## src/bitmap_run_slot_allocator_assert.svh

```systemverilog
// assertion macros for the slot allocator
`ifndef BITMAP_RUN_SLOT_ALLOCATOR_ASSERT_SVH
`define BITMAP_RUN_SLOT_ALLOCATOR_ASSERT_SVH

// same-cycle implication, checked out of reset
`define BRSA_ASSERT_NOW(label, ante, cons) \
    label: assert property (@(posedge i_clk) disable iff (!i_rst_n) (ante) |-> (cons)) \
        else $error("slot allocator check failed");

// next-cycle implication, checked out of reset
`define BRSA_ASSERT_NEXT(label, ante, cons) \
    label: assert property (@(posedge i_clk) disable iff (!i_rst_n) (ante) |=> (cons)) \
        else $error("slot allocator check failed");

`endif

```

## src/brsa_pkg.sv

```systemverilog
// shared types and codes of the slot allocator
package brsa_pkg;

    typedef enum logic [1:0] {
        ST_OK          = 2'd0,
        ST_NO_ROOM     = 2'd1,
        ST_DOUBLE_FREE = 2'd2,
        ST_BAD         = 2'd3
    } t_status;

    localparam logic OP_ALLOC = 1'b0;
    localparam logic OP_FREE  = 1'b1;

    localparam int CountWidth = 10;
    localparam int StartWidth = 9;
    localparam int LongestMax = 1023;

endpackage

```

## src/bitmap_run_slot_allocator.sv

```systemverilog
// first-fit run allocator over a rotating slot bitmap
// a new word is taken only while idle, after the previous word has been finished;
// the bitmap rotates one bit per cycle in scan and mark:
// one full turn for the fit or double-free search, one turn to mark and measure runs
// a finished result waits in the output register while the next word is taken
// reset clears the whole bitmap (all slots free) and the control state
module bitmap_run_slot_allocator #(
    parameter int SLOTS = 512
) (
    input  logic                                i_clk,
    input  logic                                i_rst_n,
    input  logic                                i_in_valid,
    output logic                                o_in_ready,
    input  logic                                i_operation,
    input  logic [brsa_pkg::CountWidth-1:0]     i_slot_count,
    input  logic [brsa_pkg::StartWidth-1:0]     i_start_slot,
    output logic                                o_out_valid,
    input  logic                                i_out_ready,
    output brsa_pkg::t_status                   o_status,
    output logic [brsa_pkg::StartWidth-1:0]     o_run_start,
    output logic [brsa_pkg::CountWidth-1:0]     o_longest_free_run,
    output logic                                o_page_empty
);
    import brsa_pkg::*;

    `include "bitmap_run_slot_allocator_assert.svh"

    localparam int CW = $clog2(SLOTS + 1);
    localparam int SW = (CW > CountWidth + 1) ? CW : CountWidth + 1;
    localparam logic [SW-1:0] SLOTS_W = SW'(SLOTS);
    localparam logic [CW-1:0] LAST = CW'(SLOTS - 1);
    localparam logic [CountWidth-1:0] LR_FULL =
        (SLOTS > LongestMax) ? CountWidth'(LongestMax) : CountWidth'(SLOTS);

    typedef enum logic [1:0] {S_IDLE, S_SCAN, S_MARK, S_FINISH} t_state;

    t_state                 r_state;
    logic [SLOTS-1:0]       r_map;
    logic [CW-1:0]          r_idx;
    logic                   r_op;
    logic [CountWidth-1:0]  r_count;
    logic [SW-1:0]          r_lo;
    logic [SW-1:0]          r_hi;
    logic                   r_bad;
    logic                   r_found;
    logic                   r_dbl;
    logic                   r_modify;
    logic [CW-1:0]          r_cur;
    logic [CW-1:0]          r_best;
    logic                   r_any;
    t_status                r_status;
    logic [StartWidth-1:0]  r_run_start;
    logic                   r_out_valid;
    t_status                r_o_status;
    logic [StartWidth-1:0]  r_o_run_start;
    logic [CountWidth-1:0]  r_o_longest;
    logic                   r_o_empty;

    logic                   bit_now;
    logic [SW-1:0]          idx_w;
    logic                   in_rng;
    logic [CW-1:0]          cur_scan;
    logic                   n_bit;
    logic [CW-1:0]          n_cur;
    logic [SW-1:0]          n_end;
    logic                   n_bad;
    logic                   fit_hit;

    assign o_in_ready         = (r_state == S_IDLE);
    assign o_out_valid        = r_out_valid;
    assign o_status           = r_o_status;
    assign o_run_start        = r_o_run_start;
    assign o_longest_free_run = r_o_longest;
    assign o_page_empty       = r_o_empty;

    always_comb begin
        bit_now  = r_map[0];
        idx_w    = SW'(r_idx);
        in_rng   = (idx_w >= r_lo) && (idx_w < r_hi);
        cur_scan = bit_now ? '0 : r_cur + 1'b1;
        fit_hit  = !r_found && !bit_now && (SW'(cur_scan) == SW'(r_count));
        n_bit    = (r_modify && in_rng) ? (r_op == OP_ALLOC) : bit_now;
        n_cur    = n_bit ? '0 : r_cur + 1'b1;
        n_end    = SW'(i_start_slot) + SW'(i_slot_count);
        if (i_slot_count == '0) begin
            n_bad = 1'b1;
        end else if (i_operation == OP_ALLOC) begin
            n_bad = SW'(i_slot_count) > SLOTS_W;
        end else begin
            n_bad = n_end > SLOTS_W;
        end
    end

    always_ff @(posedge i_clk) begin
        if (!i_rst_n) begin
            r_state     <= S_IDLE;
            r_map       <= '0;
            r_out_valid <= 1'b0;
            r_modify    <= 1'b0;
        end else begin
            if (r_out_valid && i_out_ready) begin
                r_out_valid <= 1'b0;
            end
            case (r_state)
                S_IDLE: begin
                    if (i_in_valid) begin
                        r_op     <= i_operation;
                        r_count  <= i_slot_count;
                        r_lo     <= SW'(i_start_slot);
                        r_hi     <= n_end;
                        r_bad    <= n_bad;
                        r_found  <= 1'b0;
                        r_dbl    <= 1'b0;
                        r_modify <= 1'b0;
                        r_cur    <= '0;
                        r_idx    <= '0;
                        r_state  <= S_SCAN;
                    end
                end
                S_SCAN: begin
                    r_map <= {bit_now, r_map[SLOTS-1:1]};
                    r_cur <= cur_scan;
                    if (r_op == OP_ALLOC) begin
                        if (fit_hit) begin
                            r_found <= 1'b1;
                            r_lo    <= idx_w + 1'b1 - SW'(r_count);
                            r_hi    <= idx_w + 1'b1;
                        end
                    end else if (in_rng && !bit_now) begin
                        r_dbl <= 1'b1;
                    end
                    if (r_idx == LAST) begin
                        // decide the outcome once the whole map has gone by
                        r_run_start <= '0;
                        r_modify    <= 1'b0;
                        if (r_bad) begin
                            r_status <= ST_BAD;
                        end else if (r_op == OP_ALLOC) begin
                            if (r_found || fit_hit) begin
                                r_status    <= ST_OK;
                                r_modify    <= 1'b1;
                                r_run_start <= fit_hit
                                    ? StartWidth'(idx_w + 1'b1 - SW'(r_count))
                                    : StartWidth'(r_lo);
                            end else begin
                                r_status <= ST_NO_ROOM;
                            end
                        end else if (r_dbl || (in_rng && !bit_now)) begin
                            r_status <= ST_DOUBLE_FREE;
                        end else begin
                            r_status <= ST_OK;
                            r_modify <= 1'b1;
                        end
                        r_idx   <= '0;
                        r_cur   <= '0;
                        r_best  <= '0;
                        r_any   <= 1'b0;
                        r_state <= S_MARK;
                    end else begin
                        r_idx <= r_idx + 1'b1;
                    end
                end
                S_MARK: begin
                    // write back the marked bit and measure runs on the new map
                    r_map <= {n_bit, r_map[SLOTS-1:1]};
                    r_cur <= n_cur;
                    if (n_cur > r_best) begin
                        r_best <= n_cur;
                    end
                    if (n_bit) begin
                        r_any <= 1'b1;
                    end
                    if (r_idx == LAST) begin
                        r_state <= S_FINISH;
                    end else begin
                        r_idx <= r_idx + 1'b1;
                    end
                end
                S_FINISH: begin
                    if (!r_out_valid || i_out_ready) begin
                        r_out_valid   <= 1'b1;
                        r_o_status    <= r_status;
                        r_o_run_start <= r_run_start;
                        r_o_longest   <= (SW'(r_best) > SW'(LongestMax))
                            ? CountWidth'(LongestMax) : CountWidth'(r_best);
                        r_o_empty     <= !r_any;
                        r_modify      <= 1'b0;
                        r_state       <= S_IDLE;
                    end
                end
                default: begin
                    r_state <= S_IDLE;
                end
            endcase
        end
    end

    `BRSA_ASSERT_NOW(a_start_only_on_ok, o_out_valid && (o_run_start != '0), o_status == ST_OK)
    `BRSA_ASSERT_NOW(a_empty_full_run, o_out_valid && o_page_empty, o_longest_free_run == LR_FULL)
    `BRSA_ASSERT_NEXT(a_busy_after_accept, i_in_valid && o_in_ready, !o_in_ready)
    `BRSA_ASSERT_NOW(a_mark_in_page, (r_state == S_MARK) && r_modify, r_hi <= SLOTS_W)

endmodule
```

## config.mk

```make
export PLATFORM = sky130hd
export DESIGN_NAME = bitmap_run_slot_allocator
export DESIGN_NICKNAME = d
export VERILOG_FILES = /design/src/brsa_pkg.sv /design/src/bitmap_run_slot_allocator.sv
export VERILOG_INCLUDE_DIRS = /design/src /design/src/src
export SDC_FILE = /design/constraint.sdc
export NUM_CORES = 1
export LEC_CHECK = 0
export BUFFER_PORTS_ARGS = -buffer_cell sky130_fd_sc_hd__buf_2
export CORE_ASPECT_RATIO = 0.75
export CORE_UTILIZATION = 59
export CTS_BUF_LIST = sky130_fd_sc_hd__clkbuf_8
export CTS_CLUSTER_DIAMETER = 120
export CTS_CLUSTER_SIZE = 8
export DETAILED_ROUTE_END_ITERATION = 7
export GPL_TIMING_DRIVEN = 0
export PLACE_DENSITY_LB_ADDON = 0.2
export SYNTH_ARGS = -nofsm -noshare
export SYNTH_HDL_FRONTEND = slang
export SYNTH_SLANG_ARGS = --single-unit
```

## constraint.sdc

```tcl
create_clock -name i_clk -period 4 [get_ports i_clk]
set_clock_uncertainty 0.15 [all_clocks]
set_input_delay 0.8 -clock i_clk [delete_from_list [all_inputs] [get_ports i_clk]]
set_output_delay 0.8 -clock i_clk [all_outputs]
set_load 0.02 [all_outputs]
```

# After elaboration in Yosys (flattened, before gate mapping)

Index checks and enable logic that the tools add are counted.

Register bits after elaboration: 616

Eq/ne operators: 16
Mux-type cells: 51
Bitwise gates (word level): 2
Reductions and logical operators: 31
Add/subtract/negate cells: 5
$lt $le $gt $ge: 5

Operators by type and width:

| kind                                                                              | number |
|---|---|
| 512-bit one-hot mux with 2 select lines                                           | 1 |
| 10-bit two-way mux                                                                | 8 |
| 11-bit two-way mux                                                                | 6 |
| 10-bit one-hot mux with 3 select lines                                            | 2 |
| 11-bit one-hot mux with 2 select lines                                            | 2 |
| 2-bit inequality test, second input constant                                      | 11 |
| 10-bit by 1-bit adder with 10-bit output, second input constant                   | 2 |
| 10-bit one-hot mux with 2 select lines                                            | 1 |
| 4-bit AND reduction                                                               | 5 |
| 1-bit two-way mux                                                                 | 19 |
| 2-bit two-way mux                                                                 | 6 |
| 3-bit AND reduction                                                               | 4 |
| 10-bit by 1-bit adder with 11-bit output, second input constant                   | 1 |
| 9-bit by 10-bit adder with 11-bit output                                          | 1 |
| 10-bit by 11-bit greater-or-equal comparator with 1-bit output                    | 1 |
| 11-bit by 10-bit greater-than comparator with 1-bit output, second input constant | 1 |
| 10-bit by 11-bit less-than comparator with 1-bit output                           | 1 |
| 11-bit by 10-bit subtractor with 11-bit output                                    | 1 |
| 10-bit equality test                                                              | 1 |
| 10-bit by 9-bit equality test with 1-bit output, second input constant            | 1 |
| 10-bit greater-than comparator                                                    | 1 |
| 10-bit greater-than comparator, second input constant                             | 1 |
| 10-bit zero test                                                                  | 1 |
| 5-bit AND reduction                                                               | 2 |
| other kinds (14)                                                                  | 30 |

# Depth between registers and ports, before layout

Gate-level depths: netlist of run 1.

Word-level depth: 10
Gate-level depth with buffers: 17
Gate-level depth less buffers: 16

# Least setup slack after synthesis of run 1

No wires, ideal clock.

Kind: flip-flop to flip-flop
From: register r_idx[2]
To: register r_best[0] (enable)
Cell stages (with the launch flop): 17
Library setup time: 318 ps
Path buffers: 1
Arrival time: 3366 ps
Setup slack: 165 ps
Clock period less this slack: 3835 ps
Path through: edfxtp_1 ha_1 a21o_1 a31oi_1 o211ai_1 a211oi_2 a31o_2 and2_1 clkbuf_1 nor2_1 ha_1 and4_1 and2_1 nand2_1 nor4_1 a22o_1 o221a_2

Word-level cells in the longest chain between the ends: 8

Ends and longest elaborated chain:

| what                                                                                                                                             | RTL line                         | text |
|---|---|---|
| from (decl)                                                                                                                                      | bitmap_run_slot_allocator.sv:39  | `logic [CW-1:0] r_idx;` |
| from (signal assigned)                                                                                                                           | bitmap_run_slot_allocator.sv:160 | `r_idx <= r_idx + 1'b1;` |
| from (signal assigned)                                                                                                                           | bitmap_run_slot_allocator.sv:176 | `r_idx <= r_idx + 1'b1;` |
| 10-bit by 11-bit greater-or-equal comparator with 1-bit output / 10-bit by 11-bit less-than comparator with 1-bit output (equally long branches) | bitmap_run_slot_allocator.sv:79  | `in_rng = (idx_w >= r_lo) && (idx_w < r_hi);` |
| 1-bit logical AND *                                                                                                                              | bitmap_run_slot_allocator.sv:79  |  |
| 1-bit logical AND *                                                                                                                              | bitmap_run_slot_allocator.sv:82  | `n_bit = (r_modify && in_rng) ? (r_op == OP_ALLOC) : bit_now;` |
| 1-bit two-way mux *                                                                                                                              | bitmap_run_slot_allocator.sv:82  |  |
| 10-bit two-way mux *                                                                                                                             | bitmap_run_slot_allocator.sv:83  | `n_cur = n_bit ? '0 : r_cur + 1'b1;` |
| net n_cur[7]                                                                                                                                     | bitmap_run_slot_allocator.sv:64  | `logic [CW-1:0] n_cur;` |
| 10-bit greater-than comparator *                                                                                                                 | bitmap_run_slot_allocator.sv:167 | `if (n_cur > r_best) begin` |
| 2-bit inequality test (no source line) *                                                                                                         | n/a                              |  |
| 4-bit AND reduction (no source line) *                                                                                                           | n/a                              |  |
| to (signal assigned)                                                                                                                             | bitmap_run_slot_allocator.sv:168 | `r_best <= n_cur;` |
| to (decl)                                                                                                                                        | bitmap_run_slot_allocator.sv:49  | `logic [CW-1:0] r_best;` |

The timed path passes the listed nets; every way through them passes the cells marked *.
A chain may end at the register's enable or synchronous reset.

# Worst setup path after layout of run 1

Same ends and word-level chain as after synthesis.

==> impl_metrics.toml, run 1 <==
[status]
outcome = "finished, final reports clean"

[global_route]
antenna_found_initial = 0
grt_max_degree = 17
grt_overflow = 0
grt.total_usage = 0.2016
grt_pass1_wl_mm = 70.30
grt_pass1_vias = 14850

[worst_setup_path]
crit_path_start_kind = "flop"
required_ns = 4.24
worst-path-max-fanout = 5
cp-end-kind = "flop"
cp.arrival_ns = 4.11
worstSetupPathType = "reg -> reg"

[detailed_routing]
postRouteAntennaNets = 0
route.vias.total = 15260
drtPass1Iterations = 5
drc_errors = 0
routedWlPerCell_um = 14.38
viasPerCell = 5.279
drtIter0Drc = 734
drt-total-wl_mm = 41.58

[sta]
fmax_mhz = 258.1
fin_crit_sh = 0.9688
slew_violations = 0
finalSetupTns_ns = 0
worst_hold_slack_ns = 0.1864
fin_crit_ns = 3.875
tightestPinTransition_ns = 0.9278
max_slew_margin = 0.3792
rsz0062_at_grt = "yes"
finalSetupViolCount = 0
setup_ws_ns = 0.1249
hold_viol_final = 0

[power_and_ir_drop]
switching_share = 0.3357
clkPwrFrac = 0.245
comb_power_share = 0.354
vdd_drop_max_v = 0.0003239
intPower_w = 0.01119
seqPwrFrac = 0.401
power.density_nw_per_um2 = 627.0
leakagePower_nw = 10.35
p_sw_w = 0.005653

[job]
cap_violations = 0

[worst_hold_path]
hp-class = "in -> reg"

[logic_synthesis]
synth_enable_flop_cells = 100
synth_flop_cell = "dfxtp_1"
ys_types = 53
yosys.area.top_type_share = 0.4238
ys_top_cells_by_count = "mux2i_1, dfxtp_1, nor2_1"
syn_nets = 2274
async_flop_share = 0
synth-seq-cells = 616
synth_area_per_cell_um2 = 11.10
synth_top_area_cell = "dfxtp_1"
syn_inst = 2196
yosysMostFrequentCell = "mux2i_1"
seq_area_frac_synth = 0.5470
ys_top_cells_by_area = "dfxtp_1, mux2i_1, edfxtp_1"
synth_area_um2 = 24370
ys_warn_count = 0

[clock_network]
root_buffer = "clkbuf_8"
cts.sinks = 616
clock_path_buffers = 3
insertion_delay_ns = 0.68
cts_made_buffers = 86
path_clk_slew_ns = 0.08
cts_tree = "yes"
h-tree-depth = 3

[finish]
final_cells = 2891
diodes = 0
layout-drive-gt1-share = 0.08337
fin_nets = 2421
syn_to_final_growth_pct = 10.18
fill_cells = 3125

[die]
ios = 48
start_util = 0.5980
core-area_um2 = 40760
die_x_um = 236.7
fp.dieH_um = 178.0
die_area_um2 = 42140
core.rowCount = 64

[placement]
dp.cells = 2773
numPortBuffers = 47
routabilityCongestion = 0.9283
dp_hpwl_mm = 28.85
preCtsSetupSlack_ns = -0.6658
## critical path, cell delays in order, from the launching register on
cell,delay (ns)
edfxtp_1,0.47
ha_4,0.25
a21o_1,0.18
a31oi_4,0.17
o211ai_1,0.14
a211oi_2,0.20
buf_4,0.18
a31o_4,0.17
and2_4,0.20
nor2_2,0.05
ha_1,0.30
and4_4,0.20
and2_4,0.17
nand2_4,0.11
nor3_1,0.06
a22oi_2,0.31
o221a_4,0.29
## metrics by stage
stage               power, W  area, µm²  utilization
floorplan            0.01167      24370            -
global placement     0.01254      25270       0.6200
detailed placement   0.01269      25310       0.6209
CTS                  0.01690      26720       0.6555
global route         0.01772      26860       0.6589
finish               0.01684      26860       0.6589
## registers in the layout (all words and copies together) (netlist names)
register / cells
o_status: 2
r_status: 2
r_run_start: 9
r_op: 1
r_hi: 11
o_longest_free_run: 10
o_run_start: 9
r_bad: 1
r_idx: 10
r_cur: 10
r_count: 10
r_map: 512
o_out_valid: 1
r_best: 10
r_lo: 11
o_page_empty: 1
r_dbl: 1
r_found: 1
r_modify: 1
r_state: 2
r_any: 1
## worst paths after layout
path / cells past startpoint / from / to / slack (ns)
worst max-delay path: 16 / r_idx[2] / r_best[0] / 0.12
worst min-delay path: 1 / i_slot_count[5] / r_count[5] / 0.19
worst max register to register: 16 / r_idx[2] / r_best[0] / 0.12
worst min register to register: 0 / r_run_start[8] / o_run_start[8] / 0.27
## metal layers
layer / vias up / share of wire / GRT usage
met3: 74 / 0.059 / 0.04720
met1: 7175 / 0.48 / 0.2748
met5: - / 0 / 0
li1: 7721 / - / -
met4: 0 / 0.019 / 0.06521
met2: 292 / 0.44 / 0.3176
## cell type report
class | instances | area (µm²) | share of cell area
clock buffer | 86 | 1184 | 0.04407
timing repair buffer | 59 | 340.3 | 0.01267
sequential | 616 | 13330 | 0.4965
tap | 528 | 660.6 | 0.02460
multi-input combinational | 1401 | 10530 | 0.3920
clock inverter | 22 | 132.6 | 0.004938
inverter | 54 | 202.7 | 0.007547
buffer | 125 | 475.5 | 0.01770
## timing repair
item,in CTS,in global routing
resized for setup,9,21
buffers inserted,5,5
cloned,1,0
setup endpoints to repair,10,10
hold buffers,0,0
pin swaps,6,6
## cells in the final DEF (no fill, tap or decap), types with 26 or more instances in the layout
cell type / n
clkbuf_1: 73
buf_2: 49
buf_1: 49
dfxtp_1: 516
nor2b_1: 260
inv_1: 68
mux2i_1: 517
ha_1: 49
a21oi_1: 26
edfxtp_1: 100
nor2_1: 323
clkbuf_8: 86
## power by group through the flow
stage / combinational (W) / clock, W / sequential [W]
floorplan: 0.00482 / 0 / 0.00685
global placement: 0.00566 / 0 / 0.00689
detailed placement: 0.00580 / 0 / 0.00689
CTS: 0.00588 / 0.00428 / 0.00675
global route: 0.00643 / 0.00452 / 0.00677
finish: 0.00595 / 0.00413 / 0.00676
## logic make-up (layout without fill, tap and decap cells)
family	after synthesis	in the layout	share of synthesized area
compound gates	99	100	0.02669
buf+inv	180	346	0.02798
flops	616	616	0.5470
simple gates	679	679	0.1382
xor+xnor	40	40	0.01437
mux	528	528	0.2174
fa+ha+maj	54	54	0.02834
No activity file was read; power rests on OpenSTA's default activity.
==> run 2: changes to the inputs <==
--- a/config.mk
+++ b/config.mk
@@ -13,8 +13,9 @@
 export CTS_CLUSTER_DIAMETER = 120
 export CTS_CLUSTER_SIZE = 8
 export DETAILED_ROUTE_END_ITERATION = 7
-export GPL_TIMING_DRIVEN = 0
+export HOLD_SLACK_MARGIN = 0.15
 export PLACE_DENSITY_LB_ADDON = 0.2
+export RECOVER_POWER = 50
 export SYNTH_ARGS = -nofsm -noshare
 export SYNTH_HDL_FRONTEND = slang
 export SYNTH_SLANG_ARGS = --single-unit
==> run 2 against run 1 <==
Against the previous run: the run now ends with max-capacitance violations, max-slew violations left; flip-flop and latch count is the same; worst setup slack gained 0.012 ns; via count shrank 3.7%; maximum frequency grew 0.32%; total power shrank 0.34%; global-route usage shrank 1.1 points; sequential power is essentially flat; register-to-register slack is essentially flat; cell count shrank 3.6%; largest power group unchanged.
==> impl_metrics.toml, run 2 (same netlist as run 1, synthesis figures left out) <==
[die]
die_x_um = 236.7
start_util = 0.5980
fp.dieH_um = 178.0
ios = 48
core.rowCount = 64
core-area_um2 = 40760
die_area_um2 = 42140

[status]
outcome = "finished, violations left"
violations = "max-capacitance violations, max-slew violations"

[detailed_routing]
drc_errors = 0
drtPass1Iterations = 5
postRouteAntennaNets = 0
drt-total-wl_mm = 39.82
routedWlPerCell_um = 14.29
viasPerCell = 5.276
drtIter0Drc = 1010
route.vias.total = 14700

[worst_hold_path]
worstHoldPathCells = 0
hold-path-endpoint = "o_run_start[1]"
hp-class = "reg -> reg"
min_from = "r_run_start[1]"

[global_route]
grt_max_degree = 238
grt_pass1_wl_mm = 66.59
use_met2 = 0.2854
antenna_found_initial = 0
grt_overflow = 0
grt.total_usage = 0.1905
gr-usage-met1 = 0.2680
busiest_layer = "met2"
met3_usage = 0.05029
grt_pass1_vias = 13780

[power_and_ir_drop]
power.density_nw_per_um2 = 635.5
vdd_drop_max_v = 0.0005601
leakagePower_nw = 10.15

[worst_setup_path]
regToRegEndpoint = "r_best[4]"
cp.arrival_ns = 4.08
cp_cell_sequence = "ha_4, a21o_1, a31oi_1, o211ai_1, a211oi_2, a31o_2, and2_4, nor2_1, ha_1, and4_1, and2_1, nand2_2, nor3_2, a22o_1, o221a_4"
cp-end-kind = "flop"
max_stage_delay_ns = 0.49
crit_path_start_kind = "flop"
worst-path-max-fanout = 6
crit_path_top_delay_cell = "edfxtp_1"
path_buf_inv = 0
worstSetupPathType = "reg -> reg"
reg2regPathDepth = 15
required_ns = 4.22
r2r-start = "r_idx[2]"
reg2reg_slack_ns = 0.14
critical-path-top-delay-family = "compound AO/OA/AOI/OAI gates"

[sta]
finalSetupViolCount = 0
tightestPinTransition_ns = 2.070
worst_hold_slack_ns = 0.2672
fmax_mhz = 258.9
fin_crit_ns = 3.863
max_slew_margin = -0.3798
hold_viol_final = 0
slew_violations = 300
fin_crit_sh = 0.9657

[clock_network]
cts.sinks = 616
cts_tree = "yes"
clock_path_buffers = 3
insertion_delay_ns = 0.65
h-tree-depth = 3
cts_made_buffers = 86
root_buffer = "clkbuf_8"
path_clk_slew_ns = 0.06

[placement]
numPortBuffers = 47
dp_hpwl_mm = 25.16
dp.cells = 2675
routabilityCongestion = 0.9019

[finish]
fin_nets = 2316
layout-drive-gt1-share = 0.07216
syn_to_final_growth_pct = 8.332
top_regs = "r_map (512), r_hi (11), r_lo (11)"
final_cells = 2787
largest-register = "r_map"
largest_reg_flops = 512
final_cell_mix = "mux2i_1, dfxtp_1, nor2_1, nor2b_1, edfxtp_1"
final_common_cell = "mux2i_1"
diodes = 0

[job]
cap_violations = 8
==> run 2: cell count changes in the layout (fill, tap and decap cells not counted), sizes merged <==
cell	delta
clkbuf	-27
buf	-77
==> run 2: routing by layer <==
metal,share of wire,vias to the layer above
met3,0.053,78
met2,0.43,253
met1,0.50,6860
li1,-,7513
met5,0,-
met4,0.020,0
==> run 2: how the worst max path moves through the flow <==
stage,from,end,slack [ns],cells past startpoint
final,r_idx[2],r_best[4],0.14,15
after global routing,r_idx[2],r_best[4],-0.004,15
after detailed placement,r_idx[2],r_best[5],-0.06,15
after global placement,r_idx[2],r_best[6],0.09,15
after CTS,r_idx[2],r_best[4],0.005,15
after floorplan,r_idx[2],r_best[0],0.17,16
==> run 2: report_power, final <==
group	total (W)	internal (W)	leakage (nW)	switching (W)
clock network	0.00410	0.00197	0.732	0.00213
registers	0.00677	0.00661	5.10	0.000157
logic	0.00591	0.00276	4.32	0.00315
total	0.0168	0.0113	10.1	0.00544
==> run 2: metrics by stage <==
stage | utilization | power (W) | instance area, µm² | setup TNS [ns] | worst slack [ns]
floorplan | - | 0.01167 | 24370 | 0 | 0.1654
global placement | 0.6161 | 0.01245 | 25110 | 0 | 0.08766
detailed placement | 0.6161 | 0.01256 | 25110 | -0.5738 | -0.05761
CTS | 0.6485 | 0.01669 | 26430 | 0 | 0.004756
global route | 0.6478 | 0.01764 | 26400 | -0.004209 | -0.004209
finish | 0.6478 | 0.01678 | 26400 | 0 | 0.1373
==> run 2: cell type report <==
cell class,instances,area (µm²)
fillers,3242,14360
flip-flops and latches,616,13330
multi-input cells,1401,10460
clock buffers,87,1197
well taps,528,660.6
repair buffers,79,429.2
inverters,54,210.2
clock inverters,22,117.6
==> run 2: worst reg2reg max path: cells and delay by family, from the launching register on <==
kind            cells  cell delay [ns]
flops               1             0.49
simple gates        6             0.91
compound gates      7             1.49
fa+ha+maj           2             0.54
==> run 2: what timing repair did <==
| item | CTS | global route |
|---|---|---|
| hold buffers | 0 | 0 |
| pin swaps | 0 | 5 |
| gates cloned | 0 | 1 |
| endpoints found under the hold margin | 0 | 0 |
| buffers inserted | 0 | 2 |
| endpoints found under the setup margin | 10 | 10 |
| resized for setup | 1 | 12 |
==> run 3: changes to the inputs <==
--- a/config.mk
+++ b/config.mk
@@ -7,10 +7,12 @@
 export NUM_CORES = 1
 export LEC_CHECK = 0
 export BUFFER_PORTS_ARGS = -buffer_cell sky130_fd_sc_hd__buf_2
+export CELL_PAD_IN_SITES_DETAIL_PLACEMENT = 1
+export CELL_PAD_IN_SITES_GLOBAL_PLACEMENT = 1
 export CORE_ASPECT_RATIO = 0.75
-export CORE_UTILIZATION = 59
+export CORE_UTILIZATION = 47
 export CTS_BUF_LIST = sky130_fd_sc_hd__clkbuf_8
-export CTS_CLUSTER_DIAMETER = 120
+export CTS_CLUSTER_DIAMETER = 80
 export CTS_CLUSTER_SIZE = 8
 export DETAILED_ROUTE_END_ITERATION = 7
 export HOLD_SLACK_MARGIN = 0.15
==> run 3 against run 2 <==
Against the previous run: the flow still finishes with violations (max-capacitance violations, max-slew violations); clock-buffer cell count fell by 1; utilization fell by 12 points; register-to-register slack got worse by 0.02 ns; critical path type unchanged; largest cell class unchanged; highest routed layer unchanged.
==> impl_metrics.toml, run 3 (same netlist as run 1, synthesis figures left out) <==
[worst_setup_path]
worstSetupPathType = "reg -> reg"
cp-end-kind = "flop"
crit_path_start_kind = "flop"
crit_path_top_delay_cell = "edfxtp_1"
cp-startpoint = "r_idx[2]"
reg2reg_slack_ns = 0.11
cp_cell_sequence = "ha_1, a21o_1, a31oi_1, o211ai_1, a211oi_2, a31o_2, and2_4, nor2_2, ha_1, and4_1, and2_4, nand2_4, nor3_2, a22o_1, o221a_4"
r2r-start = "r_idx[2]"
required_ns = 4.20
regToRegEndpoint = "r_best[8]"
cp.arrival_ns = 4.09
worst-path-max-fanout = 6
endpoint = "r_best[8]"
max_stage_delay_ns = 0.39
reg2regPathDepth = 15

[die]
fp.dieH_um = 199.2
start_util = 0.4813
ios = 48
die_area_um2 = 52780
core.rowCount = 71
core-area_um2 = 50640
die_x_um = 265.0

[sta]
slew_violations = 89
max_slew_margin = -0.08228
worst_hold_slack_ns = 0.2676
finalSetupTns_ns = 0
fmax_mhz = 257.4
tightestPinTransition_ns = 1.623
hold_viol_final = 0
finalSetupViolCount = 0
fin_crit_sh = 0.9713
fin_crit_ns = 3.885

[finish]
layout-drive-gt1-share = 0.08113
syn_to_final_growth_pct = 9.805
largest_reg_flops = 512
final_common_cell = "mux2i_1"
regArea_um2 = 13330
diodes = 0
fin_area_um2 = 26760
largest-register = "r_map"
fill_cells = 5358
utilization = 0.5285
multi_input_area_um2 = 10480
top_regs = "r_map (512), r_hi (11), r_lo (11)"
fin_nets = 2328
final_cell_mix = "mux2i_1, dfxtp_1, nor2_1, nor2b_1, edfxtp_1"

[placement]
placed_area_um2 = 25340
routabilityCongestion = 0.8493
numPortBuffers = 47
dp_hpwl_mm = 29.15

[clock_network]
h-tree-depth = 3
clock_path_buffers = 3
path_clk_slew_ns = 0.07
cts_made_buffers = 86
insertion_delay_ns = 0.64
cts_tree = "yes"
root_buffer = "clkbuf_8"
cts.sinks = 616

[global_route]
grt_pass1_wl_mm = 77.20
grt.total_usage = 0.1765
grt_pass1_vias = 15550
antenna_found_initial = 0
grt_overflow = 0
grt_max_degree = 227

[power_and_ir_drop]
switching_share = 0.3352
comb_power_share = 0.356
p_sw_w = 0.005666
intPower_w = 0.01124
vdd_drop_max_v = 0.0005085
clkPwrFrac = 0.244
power.density_nw_per_um2 = 631.5
seqPwrFrac = 0.400
leakagePower_nw = 10.25

[worst_hold_path]
hp-class = "reg -> reg"

[detailed_routing]
drt-total-wl_mm = 46.07
drtPass1Iterations = 5
postRouteAntennaNets = 0
drtIter0Drc = 764
route.vias.total = 15110
drc_errors = 0
routedWlPerCell_um = 15.75
viasPerCell = 5.166

[status]
violations = "max-capacitance violations, max-slew violations"
outcome = "finished, violations left"

[job]
cap_violations = 2
==> run 3: worst min-delay path by stage <==
| stage | from | end | depth (start not counted) | slack [ns] |
|---|---|---|---|---|
| after floorplan | r_run_start[0] | o_run_start[0] | 0 | 0.25 |
| after global placement | r_run_start[0] | o_run_start[0] | 0 | 0.25 |
| after detailed placement | r_run_start[4] | o_run_start[4] | 0 | 0.26 |
| after CTS | i_slot_count[2] | r_count[2] | 1 | 0.18 |
| after global routing | i_slot_count[8] | r_count[8] | 1 | 0.28 |
| final | r_status[0] | o_status[0] | 0 | 0.27 |
==> run 3: power by group through the flow <==
stage                     logic, W  registers [W]  clock network [W]
final                      0.00601        0.00676            0.00413
after global routing       0.00641        0.00678            0.00460
after CTS                  0.00597        0.00676            0.00434
after detailed placement   0.00591        0.00690                  0
after global placement     0.00579        0.00688                  0
after floorplan            0.00482        0.00685                  0
==> run 3: routing by layer <==
metal	up-vias	track usage	wire (µm)
met3	88	0.03894	1984
met4	0	0.06166	1113
li1	7510	-	-
met1	7289	0.2416	22760
met5	-	0	0
met2	223	0.2752	20210
==> run 3: through the flow <==
step / power, W / cells / worst slack [ns]
2_1_floorplan: 0.01167 / 2196 / 0.1654
3_3_place_gp: 0.01267 / 2807 / 0.01302
3_5_place_dp: 0.01281 / 2807 / -0.1688
4_1_cts: 0.01708 / 2919 / 0.01924
5_1_grt: 0.01778 / 2925 / -0.02185
6_report: 0.01690 / 2925 / 0.1148
==> run 3: layout make-up <==
class	instances	share of cell area
tap	657	0.03072
multi-input combinational	1401	0.3917
clock inverter	20	0.003553
timing repair buffer	91	0.02380
sequential	616	0.4982
inverter	54	0.007854
clock buffer	86	0.04423
==> run 3: repair_timing <==
action | 4_1_cts | 5_1_grt
hold buffers | 1 | 0
gates resized for setup | 8 | 15
endpoints found under the hold margin | 1 | 0
pin swaps | 6 | 13
cloned | 1 | 0
buffers inserted | 4 | 6
setup endpoints to repair | 10 | 10
==> run 3: worst max-delay path, delay by kind of cell, from the launching register on <==
kind,cells,cell delay (ns)
adders and majority gates,2,0.63
DFF,1,0.39
AOI/OAI and AO/OA,7,1.52
and+or+nand+nor,6,0.89
